===== src/hw/rtl/sed_pkg.sv =====
`timescale 1ns / 1ps
`default_nettype none
// ----------------------------------------------------------------------------
// String escape decoder package
// Transaction types, character codes and sizing constants shared by the
// decoder stage, the result queue and the top level.
// ----------------------------------------------------------------------------
package sed_pkg;

	localparam int LENGTH_BITS_DEF = 16;
	localparam int QUEUE_DEPTH     = 8;
	localparam int MAX_RESULTS     = 3;
	localparam int PUSH_BITS       = 2;

	localparam logic [7:0] CH_NUL       = 8'h00;
	localparam logic [7:0] CH_BEL       = 8'h07;
	localparam logic [7:0] CH_BS        = 8'h08;
	localparam logic [7:0] CH_TAB       = 8'h09;
	localparam logic [7:0] CH_LF        = 8'h0A;
	localparam logic [7:0] CH_VT        = 8'h0B;
	localparam logic [7:0] CH_FF        = 8'h0C;
	localparam logic [7:0] CH_CR        = 8'h0D;
	localparam logic [7:0] CH_SPACE     = 8'h20;
	localparam logic [7:0] CH_DQUOTE    = 8'h22;
	localparam logic [7:0] CH_SQUOTE    = 8'h27;
	localparam logic [7:0] CH_ZERO      = 8'h30;
	localparam logic [7:0] CH_NINE      = 8'h39;
	localparam logic [7:0] CH_UPPER_A   = 8'h41;
	localparam logic [7:0] CH_UPPER_F   = 8'h46;
	localparam logic [7:0] CH_UPPER_X   = 8'h58;
	localparam logic [7:0] CH_BACKSLASH = 8'h5C;
	localparam logic [7:0] CH_LOWER_A   = 8'h61;
	localparam logic [7:0] CH_LOWER_B   = 8'h62;
	localparam logic [7:0] CH_LOWER_F   = 8'h66;
	localparam logic [7:0] CH_LOWER_N   = 8'h6E;
	localparam logic [7:0] CH_LOWER_R   = 8'h72;
	localparam logic [7:0] CH_LOWER_S   = 8'h73;
	localparam logic [7:0] CH_LOWER_T   = 8'h74;
	localparam logic [7:0] CH_LOWER_V   = 8'h76;
	localparam logic [7:0] CH_LOWER_X   = 8'h78;

	localparam logic [1:0] DEC_DIGITS = 2'd3;
	localparam logic [1:0] HEX_DIGITS = 2'd2;

	typedef struct packed {
		logic [7:0] in_byte;
		logic       end_of_string;
	} in_item_t;

	typedef struct packed {
		logic [7:0]  out_byte;
		logic        is_terminator;
		logic [15:0] string_length;
	} out_item_t;

	typedef struct packed {
		logic [PUSH_BITS-1:0]             count;
		out_item_t [MAX_RESULTS-1:0]      item;
	} push_t;

endpackage

`default_nettype wire


===== src/hw/rtl/sed_decoder.sv =====
`timescale 1ns / 1ps
`default_nettype none
// ----------------------------------------------------------------------------
// String escape decoder stage
// Registers one input byte, runs the escape state machine on it and hands
// up to three decoded results per byte to the result queue.
// ----------------------------------------------------------------------------
module sed_decoder
	import sed_pkg::*;
#(
	parameter int LENGTH_BITS = LENGTH_BITS_DEF
) (
	input  wire logic     clk,
	input  wire logic     arst_n,
	input  wire logic     literal_valid,
	output logic          literal_stall,
	input  wire in_item_t literal,
	input  wire logic     room,
	output push_t         push
);

	typedef enum logic [1:0] {
		MODE_PLAIN = 2'd0,
		MODE_ESC   = 2'd1,
		MODE_DEC   = 2'd2,
		MODE_HEX   = 2'd3
	} mode_t;

	localparam int SUM_BITS = LENGTH_BITS + 1;
	localparam int EXT_BITS = LENGTH_BITS + 16;

	logic                   valid_s1;
	in_item_t               item_s1;
	logic                   advance;

	mode_t                  mode_q;
	logic [7:0]             value_q;
	logic [1:0]             digits_q;
	logic                   skip_q;
	logic [LENGTH_BITS-1:0] count_q;

	mode_t                  mode_d;
	logic [7:0]             value_d;
	logic [1:0]             digits_d;
	logic                   skip_d;
	logic [LENGTH_BITS-1:0] count_d;

	logic [2:0][7:0]        eb;
	logic [1:0]             en;
	logic [LENGTH_BITS-1:0] term_count;
	logic [15:0]            term_length;

	assign literal_stall = valid_s1 && !room;
	assign advance       = valid_s1 && room;

	always_ff @(posedge clk or negedge arst_n) begin
		if (!arst_n) begin
			valid_s1 <= 1'b0;
		end else if (!literal_stall) begin
			valid_s1 <= literal_valid;
		end
	end

	always_ff @(posedge clk) begin
		if (!literal_stall) begin
			item_s1 <= literal;
		end
	end

	always_comb begin
		logic [7:0]          c;
		logic                last;
		logic                dec_ok;
		logic                hex_ok;
		logic [3:0]          dig;
		logic [3:0]          hexv;
		logic                run_plain;
		logic [SUM_BITS-1:0] sum;
		logic [EXT_BITS-1:0] ext;

		c         = item_s1.in_byte;
		last      = item_s1.end_of_string;
		mode_d    = mode_q;
		value_d   = value_q;
		digits_d  = digits_q;
		skip_d    = skip_q;
		eb        = '0;
		en        = 2'd0;
		run_plain = 1'b0;

		dec_ok = (c >= CH_ZERO) && (c <= CH_NINE);
		dig    = 4'(c - CH_ZERO);
		hex_ok = 1'b1;
		if (dec_ok) begin
			hexv = dig;
		end else if ((c >= CH_LOWER_A) && (c <= CH_LOWER_F)) begin
			hexv = 4'(c - CH_LOWER_A + 8'd10);
		end else if ((c >= CH_UPPER_A) && (c <= CH_UPPER_F)) begin
			hexv = 4'(c - CH_UPPER_A + 8'd10);
		end else begin
			hexv   = 4'd0;
			hex_ok = 1'b0;
		end

		case (mode_q)
			MODE_ESC: begin
				mode_d = MODE_PLAIN;
				if (dec_ok) begin
					mode_d   = MODE_DEC;
					value_d  = {4'd0, dig};
					digits_d = 2'd1;
				end else if ((c == CH_LOWER_X) || (c == CH_UPPER_X)) begin
					mode_d   = MODE_HEX;
					value_d  = 8'd0;
					digits_d = 2'd0;
				end else begin
					case (c)
						CH_CR:        skip_d = 1'b1;
						CH_LOWER_A:   begin eb[0] = CH_BEL;       en = 2'd1; end
						CH_LOWER_B:   begin eb[0] = CH_BS;        en = 2'd1; end
						CH_LOWER_F:   begin eb[0] = CH_FF;        en = 2'd1; end
						CH_LOWER_N:   begin eb[0] = CH_LF;        en = 2'd1; end
						CH_LOWER_R:   begin eb[0] = CH_CR;        en = 2'd1; end
						CH_LOWER_S:   begin eb[0] = CH_SPACE;     en = 2'd1; end
						CH_LOWER_T:   begin eb[0] = CH_TAB;       en = 2'd1; end
						CH_LOWER_V:   begin eb[0] = CH_VT;        en = 2'd1; end
						CH_SQUOTE:    begin eb[0] = CH_SQUOTE;    en = 2'd1; end
						CH_DQUOTE:    begin eb[0] = CH_DQUOTE;    en = 2'd1; end
						CH_BACKSLASH: begin eb[0] = CH_BACKSLASH; en = 2'd1; end
						default: begin
							eb[0] = CH_BACKSLASH;
							eb[1] = c;
							en    = 2'd2;
						end
					endcase
				end
			end
			MODE_DEC: begin
				if (dec_ok && (digits_q < DEC_DIGITS)) begin
					value_d  = 8'(value_q * 8'd10 + {4'd0, dig});
					digits_d = digits_q + 2'd1;
					if (digits_d >= DEC_DIGITS) begin
						eb[0]    = value_d;
						en       = 2'd1;
						mode_d   = MODE_PLAIN;
						value_d  = 8'd0;
						digits_d = 2'd0;
					end
				end else begin
					eb[0]     = value_q;
					en        = 2'd1;
					mode_d    = MODE_PLAIN;
					value_d   = 8'd0;
					digits_d  = 2'd0;
					run_plain = 1'b1;
				end
			end
			MODE_HEX: begin
				if (hex_ok && (digits_q < HEX_DIGITS)) begin
					value_d  = {value_q[3:0], hexv};
					digits_d = digits_q + 2'd1;
					if (digits_d >= HEX_DIGITS) begin
						eb[0]    = value_d;
						en       = 2'd1;
						mode_d   = MODE_PLAIN;
						value_d  = 8'd0;
						digits_d = 2'd0;
					end
				end else begin
					eb[0]     = value_q;
					en        = 2'd1;
					mode_d    = MODE_PLAIN;
					value_d   = 8'd0;
					digits_d  = 2'd0;
					run_plain = 1'b1;
				end
			end
			default: begin
				run_plain = 1'b1;
			end
		endcase

		if (run_plain) begin
			if (skip_d && (c == CH_LF)) begin
				skip_d = 1'b0;
			end else begin
				skip_d = 1'b0;
				if (c == CH_BACKSLASH) begin
					mode_d = MODE_ESC;
				end else if (c == CH_CR) begin
					eb[en] = CH_LF;
					en     = en + 2'd1;
					skip_d = 1'b1;
				end else begin
					eb[en] = c;
					en     = en + 2'd1;
				end
			end
		end

		if (last) begin
			if (mode_d == MODE_ESC) begin
				eb[en] = CH_BACKSLASH;
				en     = en + 2'd1;
			end else if ((mode_d == MODE_DEC) || (mode_d == MODE_HEX)) begin
				eb[en] = value_d;
				en     = en + 2'd1;
			end
		end

		sum = {1'b0, count_q} + SUM_BITS'(en);
		if (sum > {1'b0, {LENGTH_BITS{1'b1}}}) begin
			term_count = {LENGTH_BITS{1'b1}};
		end else begin
			term_count = sum[LENGTH_BITS-1:0];
		end

		ext = {16'd0, term_count};
		if (ext > EXT_BITS'(16'hFFFF)) begin
			term_length = 16'hFFFF;
		end else begin
			term_length = ext[15:0];
		end

		if (last) begin
			mode_d   = MODE_PLAIN;
			value_d  = 8'd0;
			digits_d = 2'd0;
			skip_d   = 1'b0;
			count_d  = '0;
		end else begin
			count_d  = term_count;
		end

		for (int i = 0; i < MAX_RESULTS; i++) begin
			push.item[i].is_terminator = last && (2'(i) == en);
			push.item[i].out_byte      = (2'(i) < en) ? eb[i] : CH_NUL;
			push.item[i].string_length = push.item[i].is_terminator ? term_length : 16'd0;
		end
		push.count = advance ? (en + {1'b0, last}) : 2'd0;
	end

	always_ff @(posedge clk or negedge arst_n) begin
		if (!arst_n) begin
			mode_q   <= MODE_PLAIN;
			value_q  <= 8'd0;
			digits_q <= 2'd0;
			skip_q   <= 1'b0;
			count_q  <= '0;
		end else if (advance) begin
			mode_q   <= mode_d;
			value_q  <= value_d;
			digits_q <= digits_d;
			skip_q   <= skip_d;
			count_q  <= count_d;
		end
	end

endmodule

`default_nettype wire


===== src/hw/rtl/sed_out_queue.sv =====
`timescale 1ns / 1ps
`default_nettype none
// ----------------------------------------------------------------------------
// String escape decoder result queue
// Small register queue that takes up to three results per cycle and hands
// out one result transaction per cycle while the receiver does not stall.
// ----------------------------------------------------------------------------
module sed_out_queue
	import sed_pkg::*;
#(
	parameter int DEPTH = QUEUE_DEPTH
) (
	input  wire logic  clk,
	input  wire logic  arst_n,
	input  wire push_t push,
	output logic       room,
	output logic       decoded_valid,
	input  wire logic  decoded_stall,
	output out_item_t  decoded
);

	localparam int PW = $clog2(DEPTH);
	localparam int CW = $clog2(DEPTH + 1);

	out_item_t     mem_q [DEPTH];
	logic [PW-1:0] wr_q;
	logic [PW-1:0] rd_q;
	logic [CW-1:0] count_q;
	logic          pop;

	assign decoded_valid = (count_q != '0);
	assign decoded       = mem_q[rd_q];
	assign pop           = decoded_valid && !decoded_stall;
	assign room          = (count_q <= CW'(DEPTH - MAX_RESULTS));

	always_ff @(posedge clk) begin
		for (int i = 0; i < MAX_RESULTS; i++) begin
			if (PUSH_BITS'(i) < push.count) begin
				mem_q[PW'(wr_q + PW'(i))] <= push.item[i];
			end
		end
	end

	always_ff @(posedge clk or negedge arst_n) begin
		if (!arst_n) begin
			wr_q    <= '0;
			rd_q    <= '0;
			count_q <= '0;
		end else begin
			wr_q    <= PW'(wr_q + PW'(push.count));
			rd_q    <= PW'(rd_q + PW'(pop));
			count_q <= CW'(count_q + CW'(push.count) - CW'(pop));
		end
	end

endmodule

`default_nettype wire


===== src/hw/rtl/string_escape_decoder.sv =====
`timescale 1ns / 1ps
`default_nettype none
// ----------------------------------------------------------------------------
// String escape decoder
// Decodes backslash escapes and line endings of a string literal, one raw
// byte per literal transaction, into decoded bytes and a NUL terminator.
//
// The literal channel carries one raw byte and its end-of-string flag. The
// decoded channel carries one result per transaction: a decoded byte, or
// the terminator with the saturated decoded length. One literal byte gives
// zero to three results. A byte enters the input register at acceptance and
// is decoded there; its results are written to the result queue when the
// queue has room, and are offered from the queue in order. One byte is
// taken every cycle while the eight-entry result queue has room for three
// more results; the queue drains one result per cycle, so a receiver that
// stalls for long fills it and then stalls the literal channel. Reset clears
// the escape state, the length count and the queue; nothing is in flight
// after reset.
// ----------------------------------------------------------------------------
module string_escape_decoder
	import sed_pkg::*;
#(
	parameter int LENGTH_BITS = LENGTH_BITS_DEF
) (
	input  wire logic     clk,
	input  wire logic     arst_n,
	input  wire logic     literal_valid,
	output logic          literal_stall,
	input  wire in_item_t literal,
	output logic          decoded_valid,
	input  wire logic     decoded_stall,
	output out_item_t     decoded
);

	push_t push;
	logic  room;

	sed_decoder #(
		.LENGTH_BITS(LENGTH_BITS)
	) u_decoder (
		.clk           (clk),
		.arst_n        (arst_n),
		.literal_valid (literal_valid),
		.literal_stall (literal_stall),
		.literal       (literal),
		.room          (room),
		.push          (push)
	);

	sed_out_queue #(
		.DEPTH(QUEUE_DEPTH)
	) u_queue (
		.clk           (clk),
		.arst_n        (arst_n),
		.push          (push),
		.room          (room),
		.decoded_valid (decoded_valid),
		.decoded_stall (decoded_stall),
		.decoded       (decoded)
	);

endmodule

`default_nettype wire

===== config.mk =====
export PLATFORM = sky130hd
export DESIGN_NAME = string_escape_decoder
export DESIGN_NICKNAME = d
export VERILOG_FILES = /design/src/hw/rtl/sed_pkg.sv /design/src/hw/rtl/sed_decoder.sv /design/src/hw/rtl/sed_out_queue.sv /design/src/hw/rtl/string_escape_decoder.sv
export SDC_FILE = /design/constraint.sdc
export NUM_CORES = 1
export LEC_CHECK = 0
export BUFFER_PORTS_ARGS = -buffer_cell sky130_fd_sc_hd__buf_2
export CAP_MARGIN = 20
export CORE_ASPECT_RATIO = 1.5
export CORE_MARGIN = 1.5
export CORE_UTILIZATION = 35
export CTS_BUF_LIST = sky130_fd_sc_hd__clkbuf_2 sky130_fd_sc_hd__clkbuf_4 sky130_fd_sc_hd__clkbuf_8
export CTS_CLUSTER_DIAMETER = 60
export DETAILED_ROUTE_END_ITERATION = 12
export PLACE_DENSITY = 0.48
export SLEW_MARGIN = 25
export SYNTH_ARGS = -nofsm -noshare
export SYNTH_HDL_FRONTEND = slang
export SYNTH_SLANG_ARGS = --single-unit

===== constraint.sdc =====
create_clock -name clk -period 16.5 [get_ports clk]
set_input_delay 2.475 -clock clk [delete_from_list [all_inputs] [get_ports clk]]
set_output_delay 2.475 -clock clk [all_outputs]
set_load 0.01 [all_outputs]

==> results.sh <==
export IMPL_vias=12033
export IMPL_final_setup_tns_ns=0
export IMPL_dpl_cell_area_um2=15900
export IMPL_slew_violations=0
export IMPL_drive_gt1_share_pct=19.9
export IMPL_critPathArrivalTime_ns=7.61
export IMPL_yosysMostFrequentCell="edfxtp_1"
export IMPL_core_area_um2=42800
export IMPL_synth_seq_area_share_pct=48.1
export IMPL_total_power_w=0.00288
export IMPL_postSynthCellCount=1312
export IMPL_async_reset_ff_share_pct=16.1
export IMPL_die_y_um=258
export IMPL_ios=40
export IMPL_synth_top_family_by_area="compound AO/OA/AOI/OAI gates"
export IMPL_final_cell_count_no_fill=1943
export IMPL_cp_start_kind="register"
export IMPL_cap_violations=0
export IMPL_clock_skew_ns=0.0408
export IMPL_hp_class="reg2reg"
export IMPL_setup_violations_final=0
export IMPL_cts_resized=0
export IMPL_synthXorXnorAreaFrac_pct=1.48
export IMPL_root_buffer="clkbuf_8"
export IMPL_cts_tree="done"
export IMPL_grt_pass1_wl_mm=78.6
export IMPL_synth_area_leaders="edfxtp_1 42%, mux4_2 7.4%, dfrtp_1 6.6%, nor3_1 3.4%, a221oi_1 3.4%"
export IMPL_cp_required_ns=16.89
export IMPL_placedCellCount=1865
export IMPL_rsz0062_at_grt="no"
export IMPL_grt_max_degree=49
export IMPL_hold_violations=0
export IMPL_synth_common_cells="209 x edfxtp_1, 102 x nor3_1, 87 x a21oi_1"
export IMPL_clk_latency_ns=0.60
export IMPL_drt_pass1_iterations=7
export IMPL_synth_simple_area_share_pct=13.9
export IMPL_cts_inserted_buffers=41
export IMPL_first_global_vias=12417
export IMPL_avgSynthCellArea_um2=11.5
export IMPL_synth_edf_count=209
export IMPL_rows=93
export IMPL_grt_usage_pct=23.6
export IMPL_syn_nets=1369
export IMPL_period_needed_ns=7.22
export IMPL_ctsHoldBuffers=0
export IMPL_clock_sinks=249
export IMPL_cp_max_fo=34
export IMPL_place_ws_ns=9.39
export IMPL_tightestPinTransition_ns=1.08
export IMPL_via_per_inst=6.19
export IMPL_syn_to_final_growth_pct=11.4
export IMPL_postLayoutCellArea_um2=16800
export IMPL_powerDensity_nw_per_um2=171
export IMPL_synth_area_mux_share_pct=10.2
export IMPL_relSlewSlack_pct=28.1
export IMPL_overflow=0
export IMPL_dp_final_hpwl_mm=34.9
export IMPL_critPathKind="reg2reg"
export IMPL_yosysTopAreaCellShare_pct=41.5
export IMPL_drc=0
export IMPL_setup_slack_ns=9.28
export IMPL_ys_ff_latch=249
export IMPL_initial_core_util_pct=35.3
export IMPL_clk_pin_slew_ns=0.06
export IMPL_io_buffers=39
export IMPL_synth_main_ff_cell="edfxtp_1"
export IMPL_wl_mm=52.6
export IMPL_nets=1396
export IMPL_die_w_um=173
export IMPL_max_freq_mhz=139
export IMPL_clockBufferDepth=3
export IMPL_drt_iter0_drc=1044
export IMPL_htree_num_levels=2
export IMPL_gp_congestion=0.932
export IMPL_post_cts_setup_buffers=0
export IMPL_cp_end_kind="register"
export IMPL_die_area_um2=44500
export IMPL_p_leak_nw=5.80
export IMPL_wl_per_cell_um=27.1
export IMPL_antenna_left=0
export IMPL_ir_drop_mv=0.0804
export IMPL_synth_cell_area_um2=15100
export IMPL_synth_warnings=0
export IMPL_synth_top_cell_by_area="edfxtp_1"
export IMPL_outcome="complete, no violations"
export IMPL_ys_types=90
export IMPL_period_share_pct=43.8
export IMPL_synth_fa_ha_area_share_pct=3.89
export IMPL_synth_compound_area_share_pct=17.9
export IMPL_antenna_found_initial=1
## final timing paths
path	depth (start not counted)	end	slack, ns	startpoint
worst max register to register	22	u_queue.mem_q[2][6]	9.28	u_decoder.item_s1[1]
worst max-delay path	22	u_queue.mem_q[2][6]	9.28	u_decoder.item_s1[1]
max in group asynchronous	2	u_queue.rd_q[0]	13.97	arst_n
worst min register to register	2	u_decoder.count_q[0]	0.51	u_decoder.count_q[0]
worst min-delay path	2	u_decoder.count_q[0]	0.51	u_decoder.count_q[0]
min in group asynchronous	2	u_decoder.count_q[7]	1.99	arst_n
## worst max-delay path, cell delays in order (launching register included)
cell and delay, ns:
edfxtp_1 0.63, inv_1 0.21, ha_1 0.28, nor3b_2 0.35, o22ai_2 0.19, a21oi_1 0.63
and4_1 0.46, ha_1 0.30, o21ai_1 0.22, inv_1 0.09, ha_1 0.32, nand2_1 0.06
a21oi_1 0.21, a211o_1 0.20, inv_2 0.07, fa_1 0.44, nor2_1 0.19, and3_1 0.25
nor2b_1 0.46, nand3_2 0.66, nand2_1 0.24, clkinv_1 0.29, nor3_1 0.29
## metrics by stage
step | utilization (%) | hold slack, ns
after global routing | 39.3 | 0.543
after CTS | 39.2 | 0.519
after floorplan | - | 0.456
after detailed placement | 37.1 | 0.506
final | 39.3 | 0.515
after global placement | 36.9 | 0.485
## layout by cell type, fill, tap and decap left out, types with 8 or more instances in the layout
cell type / netlist / final
edfxtp_1: 209 / 209
nor3_1: 102 / 101
a21oi_1: 87 / 87
nand2_1: 86 / 86
nor2_1: 76 / 76
a221oi_1: 58 / 58
mux4_2: 50 / 50
clkbuf_8: 0 / 48
inv_1: 43 / 43
buf_2: 18 / 41
ha_1: 39 / 39
dfrtp_1: 40 / 38
o21ai_0: 31 / 31
buf_4: 3 / 30
a211oi_1: 34 / 29
mux2_2: 28 / 28
nor3b_1: 24 / 24
nand3_1: 22 / 21
and2_1: 20 / 20
clkbuf_4: 0 / 15
o211ai_1: 13 / 13
a22oi_1: 13 / 13
clkinv_1: 9 / 13
xnor2_1: 12 / 12
xor2_1: 11 / 11
o22ai_1: 11 / 11
a211oi_4: 10 / 10
mux2i_1: 10 / 10
and3_1: 9 / 9
a21o_1: 9 / 9
a22o_1: 9 / 9
a31oi_1: 8 / 8
## layout make-up
| type | instances | area (um^2) |
|---|---|---|
| sequential | 249 | 7280 |
| tap | 570 | 713 |
| fill | 4249 | 26000 |
| clock buffer | 63 | 773 |
| multi-input combinational | 917 | 7210 |
| inverter | 53 | 199 |
| timing repair buffer | 77 | 505 |
| clock inverter | 13 | 160 |
| antenna | 1 | 2.50 |
## logic make-up (layout without fill, tap and decap cells)
kind of cell,count (synthesis),in the layout
simple gates,401,401
compound gates,360,360
mux,88,88
buf+inv,146,206
flops,249,249
other cells,0,1
xor+xnor,24,24
fa+ha+maj,44,44
## where the power goes
part	internal (W)	leakage [nW]	switching (W)
Sequential	0.000928	2.45	0.000116
Clock	0.000350	0.493	0.000265
Combinational	0.000479	2.86	0.000745
## flip-flops by register name, summed over array words and instances, names as in the netlist
signal              cells
u_decoder.item_s1       9
u_queue.count_q         4
u_decoder.mode_q        2
u_queue.rd_q            3
u_queue.wr_q            3
u_decoder.digits_q      2
u_decoder.count_q      16
u_decoder.valid_s1      1
u_decoder.skip_q        1
u_decoder.value_q       8
u_queue.mem_q         200
## metal layers
layer	GRT usage, %	vias up	share of wire [%]
met5	0	-	0
met4	14.3	0	6.1
met3	3.49	169	6.3
met2	41.8	590	50
met1	26.8	6031	37
li1	-	5243	-
No activity file was read; power rests on OpenSTA's default activity.
